File: src/hw/rtl/omts_pkg.sv
// Shared types and constants for the optimal merge tree sorter.
`timescale 1ns / 1ps
package omts_pkg;

  localparam int DataW    = 32;
  localparam int CmdW     = 2;
  localparam int MUserW   = 2;

  // Command codes carried in the slave-side tuser
  typedef enum logic [CmdW-1:0] {
    CMD_PUSH   = 2'd0,
    CMD_CLOSE  = 2'd1,
    CMD_FINISH = 2'd2
  } cmd_e;

  typedef enum logic [3:0] {
    ST_IDLE,
    ST_SCAN,
    ST_CP_SEL,
    ST_CP_GET,
    ST_MRD,
    ST_MCMP,
    ST_FIX_A,
    ST_FIX_B,
    ST_PASS_END,
    ST_O_RD,
    ST_O_WAIT
  } state_e;

  // Master-side tuser bits
  localparam int UserEmptyBit = 0;
  localparam int UserOvflBit  = 1;

endpackage

File: src/hw/rtl/omts_elem_mem.sv
// Element store: one write port, two registered read ports.
`timescale 1ns / 1ps
module omts_elem_mem #(
  parameter int Depth = 128,
  parameter int AddrW = 7
) (
  input  logic                       clk_i,
  input  logic                       we_i,
  input  logic [AddrW-1:0]           waddr_i,
  input  logic [omts_pkg::DataW-1:0] wdata_i,
  input  logic [AddrW-1:0]           raddr0_i,
  input  logic [AddrW-1:0]           raddr1_i,
  output logic [omts_pkg::DataW-1:0] rdata0_o,
  output logic [omts_pkg::DataW-1:0] rdata1_o
);

  logic [omts_pkg::DataW-1:0] mem [Depth];

  // Write port
  always_ff @(posedge clk_i) begin
    if (we_i) begin
      mem[waddr_i] <= wdata_i;
    end
  end

  // Registered read ports
  always_ff @(posedge clk_i) begin
    rdata0_o <= mem[raddr0_i];
    rdata1_o <= mem[raddr1_i];
  end

endmodule

File: config.mk
export PLATFORM = sky130hd
export DESIGN_NAME = omts_elem_mem
export DESIGN_NICKNAME = d
export VERILOG_FILES = /design/src/hw/rtl/omts_pkg.sv /design/src/hw/rtl/omts_elem_mem.sv
export SDC_FILE = /design/constraint.sdc
export NUM_CORES = 2
export LEC_CHECK = 0
export BUFFER_PORTS_ARGS = -buffer_cell sky130_fd_sc_hd__buf_4
export CAP_MARGIN = 20
export CORE_ASPECT_RATIO = 1.25
export CORE_MARGIN = 2
export CORE_UTILIZATION = 44
export CTS_CLUSTER_SIZE = 28
export DETAILED_ROUTE_END_ITERATION = 10
export PLACE_DENSITY = 0.7
export SYNTH_ARGS = -nofsm -noshare
export SYNTH_HDL_FRONTEND = slang
export SYNTH_SLANG_ARGS = --single-unit
export TNS_END_PERCENT = 100
File: constraint.sdc
create_clock -name clk_i -period 12.2 [get_ports clk_i]
set_input_delay 2.44 -clock clk_i [delete_from_list [all_inputs] [get_ports clk_i]]
set_output_delay 2.44 -clock clk_i [all_outputs]
set_load 0.03 [all_outputs]
[Word-level counts from Yosys, hierarchy flattened]
Memories as Yosys holds them, arrays and structs flattened. A register that Yosys moved wholly into a read port is not among the register bits.
Index checks and enable logic that the tools add are counted.
Word-level totals
  output and inout port bits: 64
  input bits: 55
  bits in registers: 0
  memories: 1
  memory bits (writable): 4096
Memories
  mem: depth 128, bits a word 32, rd ports 2, clocked after Yosys merged registers in 2, write ports 1, RTL line omts_elem_mem.sv:17  | logic [omts_pkg::DataW-1:0] mem [Depth];
Cells by class
  multiplexer cells: 2
Operators with widths (number)
  1-bit two-way mux: 2

[Depth between registers and ports, before layout]
  word-level depth: 2
  mapped depth: 8
  mapped depth without buffers: 4

[Least setup slack after synthesis]
No wires, ideal clock.
  kind: input-to-reg
  start point: input port we_i
  end point: memory mem[98][0] in the netlist's numbering (enable)
  setup time: 461 ps
  arrival time: 5218 ps
  setup slack: 6521 ps
  data required time: 11739 ps
  path buffers: 1
  stages: 3
  path through: clkbuf_1 -> nand4_1 -> nor3_1
On the way
  word-level cells in the longest chain between the ends: 2
Ends and longest elaborated chain
  from (decl): RTL line omts_elem_mem.sv:8  | input logic we_i,
  1-bit two-way mux: RTL line omts_elem_mem.sv:21  | if (we_i) begin
  1-bit two-way mux (implied by the code): RTL line omts_elem_mem.sv:22  | mem[waddr_i] <= wdata_i;
  to (decl): RTL line omts_elem_mem.sv:17
Every way passes these cells.

==> impl_metrics.tcl <==
set metrics [dict create \
    power_frac_clock_pct 41.2 \
    antenna_found_initial 51 \
    cp-start-kind "input pin" \
    grt_setup_unrepaired "no" \
    cp_common_cell "mux4_2" \
    fmax_mhz 171 \
    post_drt_via_cell_ratio 7.11 \
    grt_pass1_vias 101000 \
    post-route-period-util_pct 48.0 \
    skew_ps 48.7 \
    fin_tns_setup_ps 0 \
    synth_cell_types 17 \
    p_seq_share_pct 50.7 \
    num_vias 99000 \
    syn_inst 7701 \
    grt_first_pass_wirelength_mm 828 \
    core_area_sq_um 427000 \
    drive_gt1_share_pct 47.1 \
    ant_nets 0 \
    cts.root.buffer_cell "clkbuf_16" \
    hp-class "reg2reg" \
    comb_power_share_pct 8.1 \
    yosysSeqAreaShare_pct 65.8 \
    worst_pin_slew_ps 1270 \
    outcome "complete, no violations" \
    switching_share_pct 22.3 \
    final_nets 7940 \
    clk_latency_ps 950 \
    cp.arrival_ps 6680 \
    min_period_ps 5850 \
    reg2reg_depth 4 \
    grt_start_max_net_pins 145 \
    gr-total-overflow 0 \
    initial_utilization_pct 44.3 \
    rrSetupSlack_ps 9590 \
    ys_ff_latch 4160 \
    r2r_start "mem[23][9]$_DFFE_PP_" \
    ctsHoldBuffers 0 \
    slew_headroom_pct 15.6 \
    critPathMaxFanout 127 \
    final_common_cell "edfxtp_1" \
    finalMaxSlewViolations 0 \
    drt_iter0_drc 17100 \
    p_total_mw 31.4 \
    drc 0 \
    die_area_sq_um 434000 \
    min_to "rdata0_o[4]$_DFF_P_" \
    dpl.hpwl_mm 323 \
    netlist_top_cells_area "edfxtp_1, mux4_2, clkbuf_1" \
    post_cts_buffers 0 \
    p_per_area_nw_per_um2 148 \
    irDropWorstVdd_uv 117 \
    path_class "in2reg" \
    hp-start "mem[110][4]$_DFFE_PP_" \
    gp_congestion 0.834 \
    area_delta_synth_final_pct 12.1 \
    cp_slowest_cell "buf_4" \
    drtPass1Iterations 5 \
    layout_common_cells "edfxtp_1, mux4_2, clkbuf_16" \
    rows 268 \
    synth_area_leader_cell "edfxtp_1" \
    syn_avg_cell_area_sq_um 24.5 \
    ios 119 \
    syn-num-nets 7756 \
    synthDominantCellAreaShare_pct 65.2 \
    drv_cap 0 \
    endpoint_kind "flip-flop" \
    path_delay_family "multiplexers" \
    critPathBufInv 3 \
    cts_tree "done" \
    clkSlewWorstSetupHoldPaths_ps 60 \
    portBuffers 118 \
    netlist_area_sq_um 189000 \
    wl_per_cell_microns 43.4 \
    numCtsBuffers 408 \
    setup_viol 0 \
    fp.dieH_microns 736 \
    switchingPower_mw 7.01 \
    cts_htree_levels 5 \
    postCtsResizedCells 0 \
    r2r_end "rdata0_o[9]$_DFF_P_" \
    internal-power_mw 24.4 \
    leakagePower_nw 63.8 \
    cpPeakStageDelay_ps 670 \
    grtUsageTotal_pct 27.8 \
    hold_viol 0 \
    yosysWarnings 0 \
    routed_wl_mm 604 \
    holdPathStages 4 \
    clkSinkCount 4160 \
    crit_chain "buf_8, buf_4, buf_12, mux4_2, mux4_2, mux4_2, mux2_2" \
    cts_buffer_depth 4 \
    required_ps 13020 \
    die_w_microns 590 \
]
==> Yosys cell counts, drive strengths merged <==
master,number
edfxtp,4096
nand3,12
nor2,122
nand4,3
dfxtp,64
or3,1
mux4,2688
nor3,9
nand2,14
mux2,64
clkbuf,365
nor2b,7
buf,254
nand2b,2
==> worst register-to-register path, stage by stage (launching register included) <==
cell      delay, ps
edfxtp_1        390
mux4_2          490
mux4_2          530
mux4_2          650
mux2_2          410
==> power groups by stage <==
stage          combinational [mW]  sequential (mW)  clock (mW)
2_1_floorplan                1.49             16.2           0
3_3_place_gp                 2.46             16.2           0
3_5_place_dp                 2.50             16.2           0
4_1_cts                      2.50             15.9        13.0
5_1_grt                      2.62             15.9        13.5
6_report                     2.53             15.9        12.9
==> sequential cells by signal, summed over array words and instances, names as in the netlist <==
name	count
rdata0_o	32
rdata1_o	32
mem	4096
==> how the worst max path moves through the flow <==
stage,depth (start not counted),end,from,slack [ps]
finish,7,rdata1_o[24]$_DFF_P_,raddr1_i[2],6350
global route,7,rdata1_o[16]$_DFF_P_,raddr1_i[0],6080
CTS,7,rdata1_o[16]$_DFF_P_,raddr1_i[0],6320
detailed placement,7,rdata1_o[16]$_DFF_P_,raddr1_i[0],5330
global placement,7,rdata1_o[12]$_DFF_P_,raddr1_i[0],5350
floorplan,3,mem[98][0]$_DFFE_PP_,we_i,6520
==> metal layers <==
metal,routed length [microns],share of wire (%),vias to the layer above,GRT usage (%)
li1,-,-,35700,-
met1,195000,32,53900,34.9
met2,289000,48,7634,44.0
met3,80200,13,1645,7.67
met4,39400,6.5,28,15.6
met5,190,0.031,-,0
==> kinds of logic (layout without fill, tap and decap cells) <==
family | Yosys count | after routing | synth area share (%)
flip-flops | 4160 | 4160 | 65.8
AND/OR/NAND/NOR | 170 | 170 | 0.369
other | 0 | 33 | 0
multiplexers | 2752 | 2752 | 32.5
buffers and inverters | 619 | 1135 | 1.34
==> layout make-up <==
| cell class | count | area [sq um] |
|---|---|---|
| flip-flops and latches | 4160 | 124000 |
| repair buffers | 393 | 3780 |
| diodes | 33 | 82.6 |
| clock inverters | 205 | 2290 |
| fillers | 32900 | 215000 |
| multi-input cells | 2922 | 62900 |
| well taps | 5670 | 7090 |
| clock buffers | 537 | 11200 |
==> per-stage QoR <==
stage          util (%)  area, sq um  worst slack [ps]  instances  hold slack (ps)
2_1_floorplan         -       189000              6520       7701             1090
3_3_place_gp       46.3       198000              5350      13100             1130
3_5_place_dp       46.3       198000              5330      13100             1140
4_1_cts            49.5       211000              6320      13900             1150
5_1_grt            49.6       212000              6080      13900             1180
6_report           49.6       212000              6350      13900             1150
Power figures use the tool's default switching activity.
