**src/hw/rtl/omts_run_tab.sv**
```systemverilog
// Run table: start, length and age of each stored run, one read and one write port.
`timescale 1ns / 1ps
module omts_run_tab #(
  parameter int Depth = 16,
  parameter int IdxW  = 4,
  parameter int DataW = 18
) (
  input  logic             clk_i,
  input  logic             we_i,
  input  logic [IdxW-1:0]  waddr_i,
  input  logic [DataW-1:0] wdata_i,
  input  logic [IdxW-1:0]  raddr_i,
  output logic [DataW-1:0] rdata_o
);

  logic [DataW-1:0] mem [Depth];

  // Write port
  always_ff @(posedge clk_i) begin
    if (we_i) begin
      mem[waddr_i] <= wdata_i;
    end
  end

  // Registered read port
  always_ff @(posedge clk_i) begin
    rdata_o <= mem[raddr_i];
  end

endmodule
```
**config.mk**
```make
export PLATFORM = sky130hd
export DESIGN_NAME = omts_run_tab
export DESIGN_NICKNAME = d
export VERILOG_FILES = /design/src/hw/rtl/omts_run_tab.sv
export SDC_FILE = /design/constraint.sdc
export NUM_CORES = 1
export LEC_CHECK = 0
export BUFFER_PORTS_ARGS = -buffer_cell sky130_fd_sc_hd__buf_2
export CAP_MARGIN = 20
export CORE_UTILIZATION = 50
export CTS_CLUSTER_DIAMETER = 60
export CTS_CLUSTER_SIZE = 14
export DETAILED_ROUTE_END_ITERATION = 10
export HOLD_SLACK_MARGIN = 0.02
export PLACE_DENSITY_LB_ADDON = 0.1
export SYNTH_ARGS = -nofsm -noshare
export SYNTH_HDL_FRONTEND = slang
export SYNTH_SLANG_ARGS = --single-unit
```
**constraint.sdc**
```tcl
create_clock -name clk_i -period 2.8 [get_ports clk_i]
set_input_delay 0.14 -clock clk_i [delete_from_list [all_inputs] [get_ports clk_i]]
set_output_delay 0.14 -clock clk_i [all_outputs]
set_load 0.1 [all_outputs]
```
# Yosys cells after proc, flatten, opt, wreduce, memory -nomap -nowiden
# Memories as Yosys holds them, arrays and structs flattened. A register that Yosys moved wholly into a read port is not among the register bits.
# Cells that the tools add are included.
[classes] mux=2
[op_table] op="1-bit two-way mux" n=2
[totals] ram_bits=288 ff_bits=0 output_inout_bits=18 word_cells=3 inputBits=28 memories=1
[memory_table] name="mem" words=16 width=18 rd=1 rd_ports_with_merged_regs=1 write_ports=1 line_no="16" rtl="logic [DataW-1:0] mem [Depth];"

# Longest topological paths before layout
# Gate-level depths: netlist (run 1).
[depth] ltp_word=2 ltp_mapped=5 depth_no_buf=3

# Worst setup path after synthesis (run 1)
# OpenSTA, ideal clock, no wires.
[synth_timing] path_type="input -> register" startpoint="input port waddr_i[2]" endpoint="memory mem[0][0], enable pin" arrival_ns=1.920 setup_slack_ns=0.464 required_time_ns=2.384 setup_ns=0.416 n_path_buf=0 path_stages=2 path_cell_list="or3b_2 nor3_1"
[synth_rtl] element="start, declared" line_no="10" rtl="input logic [IdxW-1:0] waddr_i,"
[synth_rtl] element="end, declared" line_no="16"
# No word-level cell before the write port.

# Worst setup path in the final report (run 1)
[layout_timing] startpoint="register rdata_o[11], read port of mem" endpoint="output port rdata_o[11]"
[layout_rtl] element="start, declared" line_no="13" rtl="output logic [DataW-1:0] rdata_o"
# No word-level cell between the ends.

==> flow_summary.toml, run 1 <==
[status]
outcome = "finished, violations left"
violations = "design-rule violations"

[synthesis]
yosysTopAreaCellShare_pct = 76.38
syn_inst = 482
synth_edf_count = 288
yosysTopAreaCell = "edfxtp_1"
synth_common_cells = "edfxtp_1, mux4_2, a22oi_1, mux4_1, nand2_1"
synth_fp_nets = 510
async_flop_share_pct = 0
ys_top_cells_by_area = "edfxtp_1, mux4_2, mux4_1, dfxtp_1, a22oi_1"
seq_area_frac_synth_pct = 79.56
yosys_most_used_dff = "edfxtp_1"
synthDistinctLibCells = 20
synth_area_um2 = 11320
synth.avg_cell_area_um2 = 23.49
synth_seq_cells = 306
synth.most_common_cell = "edfxtp_1"
yosysWarnings = 0

[global_routing]
grt_usage_pct = 20.62
antenna_found_initial = 1
grt_pass1_wl_um = 35040
grt_max_degree = 29
gr-total-overflow = 0
grt_pass1_vias = 5517

[clocking]
clkSlewWorstSetupHoldPaths_ns = 0.07
clock-sinks = 306
cts_max_path_buffers = 3
cts_root_buf = "clkbuf_16"
cts_max_level = 1
cts_buffers = 26
cts_tree = "yes"
holdBufCountCts = 18
post_cts_buffers = 0
cts_resized = 0
clk_latency_ns = 0.52

[placed_design]
hpwlAfterDp_um = 12980
post-place-cells = 814
placed_cell_area_um2 = 12090
gp_congestion = 0.7350
io_buffers = 45

[floorplan]
rows = 54
io_pins = 46
die-area_um2 = 23250
core_um2 = 22030
die_w_um = 152.5
die_y_um = 152.5
initial_utilization_pct = 51.41

[sta]
slew_viol_final = 0
finalHoldViolations = 0
period_minus_slack_ns = 1.448
rsz0062_at_grt = "false"
clock_skew_ns = 0.01137
worst_slew_pin_slew_ns = 0.7182
max_freq_mhz = 690.7
setup_violations = 0
min_period_over_period_pct = 51.70
finalSetupTns_ns = 0
maxSlewHeadroom_pct = 52.12

[worst_setup_path]
cp.depth = 1
path_buf_inv = 1
cp_max_fo = 1
rrSetupSlack_ns = 1.50
cpLargestDelayFamily = "buffers and inverters"
crit_required_ns = 2.66
cp.arrival_ns = 1.31
cp_slowest_cell = "buf_2"
worstSetupPathType = "flop to output pin"
rr_worst_depth = 3
crit_path_cell_trace = "buf_2"
start_kind = "flop"
endpoint_kind = "output pin"
slowest_delay_ns = 0.43

[power_and_ir_drop]
pwr-share-seq_pct = 55.7
sw_frac_of_total_pct = 21.94
p_int_mw = 7.214
clockPowerShare_pct = 36.9
p_total_mw = 9.243
vdd_drop_max_mv = 0.5872
p_switching_mw = 2.028
p_leak_nw = 4.301
power_density_nw_per_um2 = 707.5
pwr-share-comb_pct = 7.4

[finish]
final_area_um2 = 13060
area_growth_syn_to_layout_pct = 15.37
drive_gt1_share_pct = 29.33
nets = 608
final_cells = 881

[drt]
drc = 2
viasPerCell = 5.858
drt-total-wl_um = 22950
first_iter_violations = 342
wl_per_cell_um = 26.04
first_pass_iters = 9
via_count = 5161
postRouteAntennaNets = 0

[min_path]
min_path_type = "input port to flop"
hold_depth = 4

[run]
maxCapViolations = 0
## final cells by class
class                           instances  area (µm²)
Sequential cell                       306        9009
Fill cell                            1584        8962
Multi-Input combinational cell        153        2232
Clock buffer                           44       739.5
Timing Repair Buffer                   93       683.2
Tap cell                              280       350.3
Clock inverter                          4       47.55
Antenna cell                            1       2.502
## power by group through the flow
stage / sequential, mW / clock, mW / combinational [mW]
after detailed placement: 5.25 / 0 / 0.679
final: 5.15 / 3.41 / 0.688
after global placement: 5.24 / 0 / 0.670
after CTS: 5.15 / 3.49 / 0.699
after global routing: 5.15 / 3.66 / 0.730
after floorplan: 5.46 / 0 / 0.246
## worst register-to-register path, stage by stage, from the launching register on
cell and delay (ns):
edfxtp_1 0.37, mux4_2 0.50, a22oi_1 0.24, nand2_1 0.08
## metrics by stage
step                utilization [%]  hold slack [ns]  worst slack (ns)
detailed placement            54.91           0.5280            0.8928
global placement              54.91           0.5101            0.8811
finish                        59.31           0.1874             1.352
floorplan                         -           0.2389            0.4644
CTS                           59.30           0.1912             1.301
global route                  59.30           0.2162             1.307
## state kept, by name, summed over array words and instances, names as in the netlist
register / count
rdata_o: 18
mem: 288
## final timing paths
path	start	end
worst max-delay path	rdata_o[11]$_DFF_P_	rdata_o[11]
worst min register to register	mem[14][0]$_DFFE_PP_	rdata_o[0]$_DFF_P_
worst min-delay path	raddr_i[2]	rdata_o[15]$_DFF_P_
worst max register to register	mem[3][6]$_DFFE_PP_	rdata_o[6]$_DFF_P_
## cells in the final DEF, fill, tap and decap left out
cell | synthesis | layout
nand2b_1 | 2 | 2
nor3_2 | 0 | 4
dlygate4sd3_1 | 0 | 18
nor2b_2 | 0 | 2
buf_4 | 3 | 27
clkinv_2 | 0 | 2
clkbuf_16 | 0 | 27
dfxtp_1 | 18 | 18
edfxtp_1 | 288 | 288
nand3b_1 | 2 | 2
clkbuf_1 | 6 | 17
buf_12 | 0 | 4
bufinv_16 | 0 | 1
a22oi_1 | 36 | 36
mux4_2 | 50 | 50
or3b_2 | 1 | 1
and2_1 | 1 | 1
nor2_2 | 0 | 13
nand3_1 | 1 | 1
diode_2 | 0 | 1
clkinvlp_4 | 0 | 1
nand2_1 | 19 | 19
buf_2 | 3 | 44
mux4_1 | 22 | 22
## layer usage
layer,up-vias,GRT usage [%],share of wire [%],wire length (µm)
li1,2257,-,-,-
met1,2780,28.30,43,9969
met2,98,35.44,51,11770
met3,26,3.043,3.9,892
met4,0,4.521,1.4,316
met5,-,0,0,0
## kinds of logic after synthesis
group | after synthesis | synth area share (%)
compound gates | 36 | 2.387
flops | 306 | 79.56
simple gates | 45 | 1.768
mux | 72 | 15.05
buf+inv | 23 | 1.237
No activity file was read; power rests on OpenSTA's default activity.
==> inputs of run 2 (changes only) <==
Clock period 2.8 ns to 1.19 ns, I/O delays scaled along.
==> flow_summary.toml, run 2 (synthesized netlist as in run 1, its figures left out) <==
[floorplan]
die_y_um = 152.5
die_w_um = 152.5
initial_utilization_pct = 51.41
io_pins = 46
die-area_um2 = 23250
core_um2 = 22030
rows = 54

[placed_design]
post-place-cells = 836
placed_cell_area_um2 = 12570
hpwlAfterDp_um = 12960
gp_congestion = 0.6947
io_buffers = 45

[worst_setup_path]
cp.arrival_ns = 1.63
crit_required_ns = 1.59
crit_start = "mem[10][4]$_DFFE_PP_"
setup.worst_path.end = "rdata_o[4]$_DFF_P_"
rrSetupSlack_ns = -0.04
timing.rr.start = "mem[10][4]$_DFFE_PP_"
endpoint_kind = "flop"
r2r-end = "rdata_o[4]$_DFF_P_"
rr_worst_depth = 3
cp_max_fo = 1
worstSetupPathType = "flop to flop"
start_kind = "flop"

[power_and_ir_drop]
power_density_nw_per_um2 = 1606
vdd_drop_max_mv = 1.297
p_leak_nw = 4.472

[sta]
min_period_over_period_pct = 103.3
period_minus_slack_ns = 1.229
max_freq_mhz = 813.4
setup_slack_ns = -0.03948
worst_slew_pin_slew_ns = 0.4118
setup_violations = 12
rsz0062_at_grt = "true"
finalHoldViolations = 0
slew_viol_final = 0
maxSlewHeadroom_pct = 72.54
clock_skew_ns = 0.01335

[finish]
final_cell_mix = "edfxtp_1, mux4_2, buf_12, clkbuf_16, buf_2"
final_area_um2 = 13800
final_cells = 902
reg_top3 = "mem x288, rdata_o x18"
mostFrequentLayoutCell = "edfxtp_1"
area_growth_syn_to_layout_pct = 21.89
largest_reg_flops = 288
top_register = "mem"
drive_gt1_share_pct = 39.23
nets = 630
n_antenna_cell = 0
fillCellCount = 1511

[drt]
first_pass_iters = 8
wl_per_cell_um = 25.92
postRouteAntennaNets = 0
viasPerCell = 5.870
drt-total-wl_um = 23380
drc = 2
first_iter_violations = 516
via_count = 5295

[run]
maxCapViolations = 0

[clocking]
cts_root_buf = "clkbuf_16"
cts_max_path_buffers = 3
clk_latency_ns = 0.53
clock-sinks = 306
cts_tree = "yes"
cts_max_level = 1
clkSlewWorstSetupHoldPaths_ns = 0.07
cts_buffers = 26
post_cts_buffers = 0

[global_routing]
grt_usage_pct = 20.85
grt_max_degree = 29
grt_pass1_wl_um = 34880
antenna_found_initial = 0
gr-total-overflow = 0
grt_pass1_vias = 5547

[status]
outcome = "finished, violations left"
violations = "design-rule violations, negative setup slack"

[min_path]
hold_start = "raddr_i[3]"
min_path_type = "input port to flop"
run 2: repair_timing:
action	CTS	global route
hold endpoints to repair	288	0
setup endpoints to repair	36	22
pin swaps	13	2
gates resized for setup	59	13
hold buffers	18	0
gates cloned	0	0
run 2: report_power, final:
| part | switching, mW | leakage [nW] | internal (mW) | total (mW) |
|---|---|---|---|---|
| Sequential | 0.0873 | 2.75 | 12.0 | 12.1 |
| Clock | 3.60 | 0.380 | 4.51 | 8.11 |
| Combinational | 1.19 | 1.34 | 0.729 | 1.92 |
run 2: metal layers:
metal | global-route usage, % | routed length, µm | vias to the layer above
li1 | - | - | 2286
met1 | 30.15 | 9934 | 2790
met2 | 33.44 | 11440 | 180
met3 | 3.242 | 1492 | 39
met4 | 6.013 | 515 | 0
met5 | 0 | 0 | -
run 2: layout make-up:
type / instances / area (µm²) / area share [%]
Clock buffer: 45 / 753.2 / 5.457
Clock inverter: 3 / 42.54 / 0.3082
Multi-Input combinational cell: 153 / 2340 / 16.95
Sequential cell: 306 / 9012 / 65.30
Tap cell: 280 / 350.3 / 2.538
Timing Repair Buffer: 115 / 1304 / 9.446
run 2: how the worst min path moves through the flow:
stage | endpoint | slack (ns) | cells past startpoint
2_1_floorplan | mem[0][0]$_DFFE_PP_ | 0.16 | 0
4_1_cts | rdata_o[17]$_DFF_P_ | 0.13 | 5
6_report | rdata_o[1]$_DFF_P_ | 0.13 | 5
3_5_place_dp | mem[3][10]$_DFFE_PP_ | 0.45 | 1
3_3_place_gp | mem[2][4]$_DFFE_PP_ | 0.42 | 1
5_1_grt | mem[12][4]$_DFFE_PP_ | 0.16 | 4
run 2: metrics by stage:
stage / setup WS, ns / utilization (%) / hold WS, ns / setup TNS, ns / total power [mW]
floorplan: -0.2467 / - / 0.1584 / -21.84 / 13.49
global placement: -0.2724 / 57.06 / 0.4243 / -35.84 / 14.02
detailed placement: -0.2929 / 57.06 / 0.4465 / -40.84 / 14.06
CTS: -0.05269 / 62.45 / 0.1285 / -0.3644 / 22.32
global route: -0.09625 / 62.66 / 0.1618 / -1.186 / 22.82
finish: -0.03948 / 62.66 / 0.1342 / -0.2655 / 22.16
run 2: critical path, cell delays in order (launching register included):
cell,delay [ns]
edfxtp_1,0.36
mux4_2,0.47
a22oi_2,0.18
nand2_1,0.09
==> inputs of run 3 (changes only) <==
Settings changed: TNS_END_PERCENT set to 20.
==> flow_summary.toml, run 3 (synthesized netlist as in run 1, its figures left out) <==
[sta]
period_minus_slack_ns = 1.264
min_period_over_period_pct = 106.2
clock_skew_ns = 0.01300
finalHoldViolations = 0
rsz0062_at_grt = "true"
setup_violations = 15
maxSlewHeadroom_pct = 78.66
slew_viol_final = 0
worst_slew_pin_slew_ns = 0.3191
max_freq_mhz = 791.2
setup_slack_ns = -0.07386

[floorplan]
rows = 54
die_w_um = 152.5
io_pins = 46
die_y_um = 152.5
initial_utilization_pct = 51.41
core_um2 = 22030
die-area_um2 = 23250

[worst_setup_path]
crit_required_ns = 1.60
cp_max_fo = 1
r2r-end = "rdata_o[0]$_DFF_P_"
worstSetupPathType = "flop to flop"
timing.rr.start = "mem[11][0]$_DFFE_PP_"
endpoint_kind = "flop"
start_kind = "flop"
rr_worst_depth = 3
rrSetupSlack_ns = -0.07
cp.arrival_ns = 1.68

[clocking]
clk_latency_ns = 0.53
cts_max_level = 1
cts_tree = "yes"
cts_buffers = 26
clock-sinks = 306
post_cts_buffers = 0
cts_root_buf = "clkbuf_16"
clkSlewWorstSetupHoldPaths_ns = 0.07
cts_max_path_buffers = 3

[power_and_ir_drop]
pwr-share-comb_pct = 8.8
vdd_drop_max_mv = 1.066
pwr-share-seq_pct = 55.0
p_int_mw = 17.21
clockPowerShare_pct = 36.2
p_switching_mw = 4.888
power_density_nw_per_um2 = 1610
p_leak_nw = 4.422
sw_frac_of_total_pct = 22.12

[placed_design]
placed_cell_area_um2 = 12490
hpwlAfterDp_um = 12790
io_buffers = 45
gp_congestion = 0.7247

[min_path]
min_path_type = "input port to flop"
hold_start = "waddr_i[0]"
min_to = "mem[0][15]$_DFFE_PP_"
hold_depth = 4

[finish]
drive_gt1_share_pct = 39.74
mostFrequentLayoutCell = "edfxtp_1"
reg_top3 = "mem x288, rdata_o x18"
final_cell_mix = "edfxtp_1, mux4_2, buf_12, a22oi_2, clkbuf_16"
final_area_um2 = 13720
top_register = "mem"
n_antenna_cell = 0
largest_reg_flops = 288
final_util_pct = 62.30
area_growth_syn_to_layout_pct = 21.19
nets = 618

[global_routing]
gr-total-overflow = 0
grt_usage_pct = 21.58
grt_max_degree = 30
grt_pass1_vias = 5667
grt_pass1_wl_um = 36290
antenna_found_initial = 0

[drt]
drt-total-wl_um = 23810
drc = 0
viasPerCell = 6.043
postRouteAntennaNets = 0
via_count = 5372
wl_per_cell_um = 26.79
first_pass_iters = 6
first_iter_violations = 508

[status]
violations = "negative setup slack"
outcome = "finished, violations left"

[run]
maxCapViolations = 0
run 3: cell types whose count changed in the layout (fill, tap and decap cells not counted), moves of 2 or more:
cell,change
buf_4,-9
a22oi_1,-7
a22oi_2,+7
buf_6,-5
nor2_2,+4
nor2_4,-4
clkbuf_8,+2
dfxtp_1,-2
dfxtp_2,+2
run 3: repair_timing:
| item | 4_1_cts | 5_1_grt |
|---|---|---|
| gates resized for setup | 89 | 19 |
| endpoints found under the hold margin | 288 | 0 |
| endpoints found under the setup margin | 36 | 22 |
| hold buffers | 18 | 0 |
| pin swaps | 35 | 4 |
run 3: worst max-delay path, stage by stage, from the launching register on:
cell and delay [ns]:
edfxtp_1 0.37, mux4_2 0.49, a22oi_2 0.19, nand2_1 0.10
run 3: power by group through the flow:
stage	Clock, mW	Sequential [mW]	Combinational [mW]
after floorplan	0	12.9	0.594
after global placement	0	12.3	1.67
after detailed placement	0	12.3	1.70
after CTS	8.18	12.1	1.94
after global routing	8.59	12.2	2.05
final	8.00	12.1	1.95
run 3: cell type report:
| class | count | area [µm²] |
|---|---|---|
| Timing Repair Buffer | 103 | 1215 |
| Tap cell | 280 | 350.3 |
| Sequential cell | 306 | 9015 |
| Fill cell | 1544 | 8303 |
| Clock buffer | 46 | 777.0 |
| Multi-Input combinational cell | 153 | 2355 |
| Clock inverter | 1 | 11.26 |
run 3: layer usage:
layer  global-route usage [%]  wire, µm
met1                    30.50     10270
met3                    2.901      1131
met4                    4.954       342
met5                        0         0
met2                    36.30     12070
run 3: stage by stage:
step | std cells | total power [mW] | setup TNS, ns | setup WS [ns] | hold slack, ns
3_3_place_gp | 824 | 14.00 | -32.33 | -0.2954 | 0.4217
5_1_grt | 889 | 22.80 | -1.320 | -0.1000 | 0.1502
2_1_floorplan | 482 | 13.45 | -24.97 | -0.2467 | 0.1584
3_5_place_dp | 824 | 14.04 | -38.60 | -0.3016 | 0.4463
4_1_cts | 889 | 22.26 | -0.4851 | -0.07725 | 0.1116
6_report | 889 | 22.10 | -0.3714 | -0.07386 | 0.1386
run 3: worst max-delay path by stage:
stage                    startpoint                  end  slack, ns  cells after the start
4_1_cts        mem[15][1]$_DFFE_PP_   rdata_o[1]$_DFF_P_      -0.08                      3
3_3_place_gp             raddr_i[0]   rdata_o[4]$_DFF_P_      -0.30                      5
5_1_grt         mem[3][4]$_DFFE_PP_   rdata_o[4]$_DFF_P_      -0.10                      3
2_1_floorplan            waddr_i[2]  mem[0][0]$_DFFE_PP_      -0.25                      2
6_report       mem[11][0]$_DFFE_PP_   rdata_o[0]$_DFF_P_      -0.07                      3
3_5_place_dp             raddr_i[0]   rdata_o[4]$_DFF_P_      -0.30                      5
